**config.mk**
```make
export PLATFORM = sky130hd
export DESIGN_NAME = seven_segment_number_shifter_core
export DESIGN_NICKNAME = d
export VERILOG_FILES = /design/src/sv/ssns_pkg.sv /design/src/sv/seven_segment_number_shifter_core.sv /design/src/sv/ssns_div10.sv
export SDC_FILE = /design/constraint.sdc
export NUM_CORES = 1
export LEC_CHECK = 0
export BUFFER_PORTS_ARGS = -buffer_cell sky130_fd_sc_hd__buf_2
export CORE_ASPECT_RATIO = 0.5
export CORE_MARGIN = 4
export CORE_UTILIZATION = 50
export CTS_CLUSTER_DIAMETER = 60
export DETAILED_ROUTE_END_ITERATION = 16
export GPL_ROUTABILITY_DRIVEN = 0
export PLACE_DENSITY = 0.71
export SLEW_MARGIN = 20
export SYNTH_ARGS = -nofsm -noshare
export SYNTH_HDL_FRONTEND = slang
export SYNTH_SLANG_ARGS = --single-unit
```
**constraint.sdc**
```tcl
create_clock -name clk -period 15.35 [get_ports clk]
set_clock_uncertainty 0.1 [all_clocks]
set_input_delay 3.07 -clock clk [delete_from_list [all_inputs] [get_ports clk]]
set_output_delay 3.07 -clock clk [all_outputs]
set_load 0.01 [all_outputs]
```
**src/sv/ssns_pkg.sv**
```systemverilog
// Types, codes and the digit font of the number shifter core
package ssns_pkg;

    localparam logic [7:0] SEG_BLANK = 8'h00;
    localparam logic [7:0] SEG_E     = 8'h9E;
    localparam logic [7:0] SEG_DASH  = 8'h02;

    localparam logic REQ_DISPLAY = 1'b0;
    localparam logic REQ_CLEAR   = 1'b1;

    typedef enum logic [1:0] {
        STATUS_OK        = 2'd0,
        STATUS_OFFSET    = 2'd1,
        STATUS_FIELD_END = 2'd2
    } status_t;

    typedef enum logic [7:0] {
        ST_IDLE  = 8'b0000_0001,
        ST_BLANK = 8'b0000_0010,
        ST_DIV   = 8'b0000_0100,
        ST_FIN   = 8'b0000_1000,
        ST_EFILL = 8'b0001_0000,
        ST_CLR   = 8'b0010_0000,
        ST_SHIFT = 8'b0100_0000,
        ST_REJ   = 8'b1000_0000
    } state_t;

    function automatic logic [7:0] digit_font(input logic [3:0] d);
        logic [7:0] seg;
        case (d)
            4'd0:    seg = 8'hfc;
            4'd1:    seg = 8'h60;
            4'd2:    seg = 8'hda;
            4'd3:    seg = 8'hf2;
            4'd4:    seg = 8'h66;
            4'd5:    seg = 8'hb6;
            4'd6:    seg = 8'hbe;
            4'd7:    seg = 8'he0;
            4'd8:    seg = 8'hfe;
            4'd9:    seg = 8'hf6;
            default: seg = SEG_BLANK;
        endcase
        return seg;
    endfunction

endpackage

```
**src/sv/seven_segment_number_shifter_core.sv**
```systemverilog
// Top level of the seven-segment number shifter core
// One item at a time. A display item blanks its field one digit a cycle, then
// runs one divide-by-ten step per cycle on the reciprocal unit (up to
// five digits), writes the dash or an E fill one digit a cycle, and shifts out
// min(active_digits, STORE_DIGITS, 8) bytes at one bit per cycle unless the
// output stalls. A clear item blanks the first min(active_digits,
// STORE_DIGITS, 8) digits and then shifts them out. A rejected item gives
// one result. in_stall stays high from acceptance until the last result is
// loaded into the output register, and a stall on the output keeps it high.
module seven_segment_number_shifter_core #(
    parameter int STORE_DIGITS = 8
) (
    input  logic               clk,
    input  logic               rst_n,
    input  logic               cfg_we,
    input  logic [3:0]         cfg_wdata,
    input  logic               in_valid,
    output logic               in_stall,
    input  logic               req_type,
    input  logic [7:0]         field_offset,
    input  logic [7:0]         field_length,
    input  logic signed [15:0] number_value,
    output logic               out_valid,
    input  logic               out_stall,
    output logic [1:0]         status,
    output logic               bit_valid,
    output logic               data_pin,
    output logic               latch_pulse,
    output logic               last
);

    localparam int AW  = (STORE_DIGITS > 1) ? $clog2(STORE_DIGITS) : 1;
    localparam int WW  = $clog2(STORE_DIGITS + 1);
    localparam int CAP = (STORE_DIGITS < 8) ? STORE_DIGITS : 8;

    ssns_pkg::state_t state_reg, state_next;

    logic [3:0]    active_reg;
    logic [7:0]    store_reg [STORE_DIGITS];
    logic [WW-1:0] ptr_reg, ptr_next;
    logic [WW-1:0] off_reg, off_next;
    logic [WW-1:0] wend_reg, wend_next;
    logic [15:0]   mag_reg, mag_next;
    logic          neg_reg, neg_next;
    logic [5:0]    cnt_reg, cnt_next;
    logic [1:0]    rej_reg, rej_next;

    logic          out_valid_reg, out_valid_next;
    logic [1:0]    status_reg, status_next;
    logic          bit_valid_reg, bit_valid_next;
    logic          data_pin_reg, data_pin_next;
    logic          latch_reg, latch_next;
    logic          last_reg, last_next;

    logic          store_we;
    logic [AW-1:0] store_waddr;
    logic [7:0]    store_wdata;

    logic          in_accept;
    logic          out_load;
    logic [3:0]    shift_n;
    logic [5:0]    last_idx;
    logic [8:0]    field_end;
    logic [15:0]   in_mag;
    logic [15:0]   div_q;
    logic [3:0]    div_r;
    logic [7:0]    shift_byte;

    ssns_div10 u_div10 (
        .dividend  (mag_reg),
        .quotient  (div_q),
        .remainder (div_r)
    );

    assign in_stall   = (state_reg != ssns_pkg::ST_IDLE);
    assign in_accept  = in_valid && !in_stall;
    assign out_load   = !out_valid_reg || !out_stall;
    assign shift_n    = (active_reg > 4'(CAP)) ? 4'(CAP) : active_reg;
    assign last_idx   = 6'({shift_n, 3'b000} - 7'd1);
    assign field_end  = 9'(field_offset) + 9'(field_length);
    assign in_mag     = number_value[15] ? 16'(~number_value + 16'sd1) : 16'(number_value);
    assign shift_byte = store_reg[AW'(cnt_reg[5:3])];

    always_comb
    begin
        state_next     = state_reg;
        ptr_next       = ptr_reg;
        off_next       = off_reg;
        wend_next      = wend_reg;
        mag_next       = mag_reg;
        neg_next       = neg_reg;
        cnt_next       = cnt_reg;
        rej_next       = rej_reg;
        out_valid_next = out_valid_reg && out_stall;
        status_next    = status_reg;
        bit_valid_next = bit_valid_reg;
        data_pin_next  = data_pin_reg;
        latch_next     = latch_reg;
        last_next      = last_reg;
        store_we       = 1'b0;
        store_waddr    = AW'(ptr_reg);
        store_wdata    = ssns_pkg::SEG_BLANK;

        case (state_reg)
            ssns_pkg::ST_IDLE:
            begin
                if (in_accept)
                begin
                    cnt_next = '0;
                    if (req_type == ssns_pkg::REQ_CLEAR)
                    begin
                        ptr_next   = '0;
                        state_next = ssns_pkg::ST_CLR;
                    end
                    else if (9'(field_offset) > 9'(STORE_DIGITS))
                    begin
                        rej_next   = ssns_pkg::STATUS_OFFSET;
                        state_next = ssns_pkg::ST_REJ;
                    end
                    else if (field_end > 9'(STORE_DIGITS))
                    begin
                        rej_next   = ssns_pkg::STATUS_FIELD_END;
                        state_next = ssns_pkg::ST_REJ;
                    end
                    else
                    begin
                        off_next   = WW'(field_offset);
                        ptr_next   = WW'(field_offset);
                        wend_next  = WW'(field_end);
                        mag_next   = in_mag;
                        neg_next   = number_value[15];
                        state_next = ssns_pkg::ST_BLANK;
                    end
                end
            end

            ssns_pkg::ST_BLANK:
            begin
                if (ptr_reg == wend_reg)
                begin
                    ptr_next   = off_reg;
                    state_next = ssns_pkg::ST_DIV;
                end
                else
                begin
                    store_we = 1'b1;
                    ptr_next = ptr_reg + WW'(1);
                end
            end

            ssns_pkg::ST_DIV:
            begin
                if (mag_reg == '0)
                begin
                    state_next = ssns_pkg::ST_FIN;
                end
                else if (ptr_reg >= wend_reg)
                begin
                    // digits overflow the field
                    ptr_next   = off_reg;
                    state_next = ssns_pkg::ST_EFILL;
                end
                else
                begin
                    store_we    = 1'b1;
                    store_wdata = ssns_pkg::digit_font(div_r);
                    ptr_next    = ptr_reg + WW'(1);
                    mag_next    = div_q;
                end
            end

            ssns_pkg::ST_FIN:
            begin
                if (neg_reg && (ptr_reg >= wend_reg))
                begin
                    ptr_next   = off_reg;
                    state_next = ssns_pkg::ST_EFILL;
                end
                else
                begin
                    if (neg_reg)
                    begin
                        store_we    = 1'b1;
                        store_wdata = ssns_pkg::SEG_DASH;
                    end
                    state_next = ssns_pkg::ST_SHIFT;
                end
            end

            ssns_pkg::ST_EFILL:
            begin
                if (ptr_reg == wend_reg)
                begin
                    state_next = ssns_pkg::ST_SHIFT;
                end
                else
                begin
                    store_we    = 1'b1;
                    store_wdata = ssns_pkg::SEG_E;
                    ptr_next    = ptr_reg + WW'(1);
                end
            end

            ssns_pkg::ST_CLR:
            begin
                if (ptr_reg == WW'(shift_n))
                begin
                    state_next = ssns_pkg::ST_SHIFT;
                end
                else
                begin
                    store_we = 1'b1;
                    ptr_next = ptr_reg + WW'(1);
                end
            end

            ssns_pkg::ST_SHIFT:
            begin
                if (out_load)
                begin
                    out_valid_next = 1'b1;
                    status_next    = ssns_pkg::STATUS_OK;
                    if (shift_n == '0)
                    begin
                        // bare latch pulse
                        bit_valid_next = 1'b0;
                        data_pin_next  = 1'b0;
                        latch_next     = 1'b1;
                        last_next      = 1'b1;
                        state_next     = ssns_pkg::ST_IDLE;
                    end
                    else
                    begin
                        bit_valid_next = 1'b1;
                        data_pin_next  = ~shift_byte[cnt_reg[2:0]];
                        latch_next     = (cnt_reg == last_idx);
                        last_next      = (cnt_reg == last_idx);
                        cnt_next       = cnt_reg + 6'd1;
                        if (cnt_reg == last_idx)
                        begin
                            state_next = ssns_pkg::ST_IDLE;
                        end
                    end
                end
            end

            ssns_pkg::ST_REJ:
            begin
                if (out_load)
                begin
                    out_valid_next = 1'b1;
                    status_next    = rej_reg;
                    bit_valid_next = 1'b0;
                    data_pin_next  = 1'b0;
                    latch_next     = 1'b0;
                    last_next      = 1'b1;
                    state_next     = ssns_pkg::ST_IDLE;
                end
            end

            default:
            begin
                state_next = ssns_pkg::ST_IDLE;
            end
        endcase
    end

    always_ff @(posedge clk or negedge rst_n)
    begin
        if (!rst_n)
        begin
            state_reg     <= ssns_pkg::ST_IDLE;
            active_reg    <= 4'd8;
            out_valid_reg <= 1'b0;
            for (int i = 0; i < STORE_DIGITS; i++)
            begin
                store_reg[i] <= ssns_pkg::SEG_BLANK;
            end
        end
        else
        begin
            state_reg     <= state_next;
            out_valid_reg <= out_valid_next;
            if (cfg_we)
            begin
                active_reg <= cfg_wdata;
            end
            if (store_we)
            begin
                store_reg[store_waddr] <= store_wdata;
            end
        end
    end

    always_ff @(posedge clk)
    begin
        ptr_reg       <= ptr_next;
        off_reg       <= off_next;
        wend_reg      <= wend_next;
        mag_reg       <= mag_next;
        neg_reg       <= neg_next;
        cnt_reg       <= cnt_next;
        rej_reg       <= rej_next;
        status_reg    <= status_next;
        bit_valid_reg <= bit_valid_next;
        data_pin_reg  <= data_pin_next;
        latch_reg     <= latch_next;
        last_reg      <= last_next;
    end

    assign out_valid   = out_valid_reg;
    assign status      = status_reg;
    assign bit_valid   = bit_valid_reg;
    assign data_pin    = data_pin_reg;
    assign latch_pulse = latch_reg;
    assign last        = last_reg;

endmodule

```
**src/sv/ssns_div10.sv**
```systemverilog
// Divide-by-ten step: quotient by reciprocal multiply, remainder by subtract
module ssns_div10 (
    input  logic [15:0] dividend,
    output logic [15:0] quotient,
    output logic [3:0]  remainder
);

    localparam logic [15:0] RECIP = 16'd52429;

    logic [31:0] prod;
    logic [15:0] q_times_ten;

    assign prod        = 32'(dividend) * 32'(RECIP);
    assign quotient    = 16'(prod[31:19]);
    assign q_times_ten = 16'(quotient << 3) + 16'(quotient << 1);
    assign remainder   = 4'(dividend - q_times_ten);

endmodule

```
==> reports/qor.yml <==
routing:
  via_per_inst: 5.57
  drc_errors: 0
  via_count: 8005
  wl_mm: 24.7
  drt_iter0_drc: 634
  ant_nets: 0
  wire_per_inst_um: 17.2
  drt-pass1-iter-count: 5
logic_synthesis:
  ys_seq_area_share_pct: 27.4
  syn-num-nets: 1371
  synth_top_area_cell: "ha_1"
  synth_edf_count: 43
  async_reset_ff_share_pct: 61.6
  syn_area_mm2: 0.0110
  synth_cell_types: 81
  syn_area_per_cell_um2: 10.2
  synth_top_area_share_pct: 18.6
  ys_warn_count: 0
  synth_top_flop_cell: "dfrtp_1"
  syn_inst: 1084
  synth_area_leaders: "ha_1 (19%), dfrtp_1 (15%), fa_1 (15%), edfxtp_1 (12%), inv_1 (6.6%)"
  yosys_register_bits: 112
clock_network:
  root_buffer: "clkbuf_16"
  cts_made_buffers: 9
  clk_pin_slew_worst_paths_ns: 0.09
  post_cts.repair.setup_buffers: 0
  cts_num_sinks: 112
  worst_skew_pair.late_latency_ns: 0.36
  post_cts_resized: 0
  ctsHtreeMaxLevel: 3
  clockBufferDepth: 2
  cts_tree: "yes"
  cts_hold_buf: 0
setup_path:
  critical_path_required_ns: 15.53
  slowest_delay_ns: 0.55
  arrival_ns: 7.83
  crit_slowest_cell: "fa_1"
  crit_fanout: 8
  crit_type: "flop to flop"
  setup.worst_path.end_class: "flop"
  startpoint_type: "flop"
  r2r_slack_ns: 7.69
timing:
  finalHoldViolCount: 0
  finalSetupViolCount: 0
  period_minus_slack_ns: 7.66
  tns_ns: 0
  max_freq_mhz: 131
  maxSlewHeadroom_pct: 29.1
  rsz0062_at_grt: "false"
  worst-slew-pin-transition_ns: 1.06
  finalCritPeriodShare_pct: 49.9
  drv_slew: 0
power:
  power.density_mw_per_mm2: 84.3
  vdd_ir_drop_max_v: 0.0000615
  leakage_nw: 5.72
final_layout:
  final_cell_mix: "inv_1 (194), ha_1 (164), nor2_1 (86), fa_1 (81)"
  largest_reg_flops: 56
  final.fill_count: 1879
  fin_nets: 1420
  drive_above_1_share_pct: 11.8
  fin_cells: 1438
  mostFrequentLayoutCell: "inv_1"
  diodes: 0
  syn_to_final_growth_pct: 8.25
floorplanning:
  start_util_pct: 50.9
  die_w_um: 218
  die_y_um: 113
  ios: 50
  dieArea_mm2: 0.0246
  coreArea_mm2: 0.0216
  rows: 38
grt:
  antenna_found_initial: 0
  grtUsageMet3_pct: 3.09
  busiest_layer: "met2"
  grt.met2_usage_pct: 35.7
  globalRoute.totalOverflow: 0
  grt_max_degree: 70
  grt_pass1_vias: 8253
  grt_pass1_wl_mm: 41.8
  met1_usage_pct: 29.2
  grt_usage_pct: 21.1
place:
  dp_hpwl_mm: 20.0
  io_buffers: 49
  dp_cells: 1422
run_status:
  status: "finished, final reports clean"
hold_path:
  hold_path_class: "flop to flop"
job:
  drv_cap: 0
-- critical path: cells and delay by family (launching register included) --
kind / cells / cell delay (ns)
multiplexers: 2 / 0.59
adder cells (fa/ha/maj): 8 / 3.42
AND/OR/NAND/NOR: 7 / 1.01
buffers and inverters: 5 / 0.34
AO/OA/AOI/OAI: 5 / 1.12
XOR/XNOR: 2 / 0.52
flip-flops: 1 / 0.49
-- worst paths after layout --
check / start / to / cells past startpoint
min in group asynchronous: rst_n / out_valid / 2
setup reg to reg: mag_reg[2] / store_reg[41] / 29
hold reg to reg: store_reg[6] / store_reg[6] / 1
setup / recovery: mag_reg[2] / store_reg[41] / 29
hold / removal: store_reg[6] / store_reg[6] / 1
max in group asynchronous: rst_n / active_reg[2] / 2
-- power by group --
group / leakage [nW] / switching, W / internal (W) / total (W)
clock network: 0.155 / 0.000129 / 0.000119 / 0.000248
logic: 4.26 / 0.000166 / 0.000138 / 0.000304
registers: 1.30 / 0.0000648 / 0.000388 / 0.000453
-- cells by family after synthesis --
kind of cell               share of synthesized area (%)
AOI/OAI and AO/OA                                   10.1
xor gates and xnor gates                            3.74
adders and majority gates                           33.4
buffers and inverters                               7.25
DFF                                                 27.4
muxes                                               5.86
and+or+nand+nor                                     12.3
-- metrics by stage --
stage | hold slack, ns | area [µm²] | util [%] | total power (W) | setup slack, ns
after CTS | 0.393 | 11900 | 55.1 | 0.00101 | 7.72
final | 0.393 | 11900 | 55.1 | 0.00101 | 7.69
after global routing | 0.409 | 11900 | 55.1 | 0.00107 | 7.22
after detailed placement | 0.374 | 11600 | 53.6 | 0.000758 | 7.77
after floorplan | 0.352 | 11000 | - | 0.000675 | 8.38
after global placement | 0.364 | 11600 | 53.6 | 0.000745 | 7.90
-- per-layer routing --
layer | part of all wire (%) | vias up
li1 | - | 3799
met1 | 44 | 3955
met2 | 48 | 218
met3 | 5.6 | 33
met4 | 1.8 | 0
met5 | 0 | -
-- layout make-up --
class | instances | area (µm²) | area share (%)
flip-flops and latches | 112 | 3020 | 25.3
clock inverters | 7 | 98.8 | 0.829
repair buffers | 52 | 268 | 2.25
inverters | 195 | 734 | 6.16
clock buffers | 9 | 225 | 1.89
well taps | 300 | 375 | 3.15
multi-input cells | 763 | 7190 | 60.4
-- synth_stat cells, drive strengths merged, types with 10 or more instances --
cell type / count
xnor2: 29
ha: 164
dfrtp: 67
inv: 195
o21ai: 37
nor3: 19
fa: 81
nand2: 67
nand4: 10
a21oi: 58
edfxtp: 43
nand3: 15
o22ai: 10
mux2: 17
mux4: 17
xor2: 18
nor2: 93
a31oi: 14
buf: 10
nand2b: 12
Power figures use the tool's default switching activity.
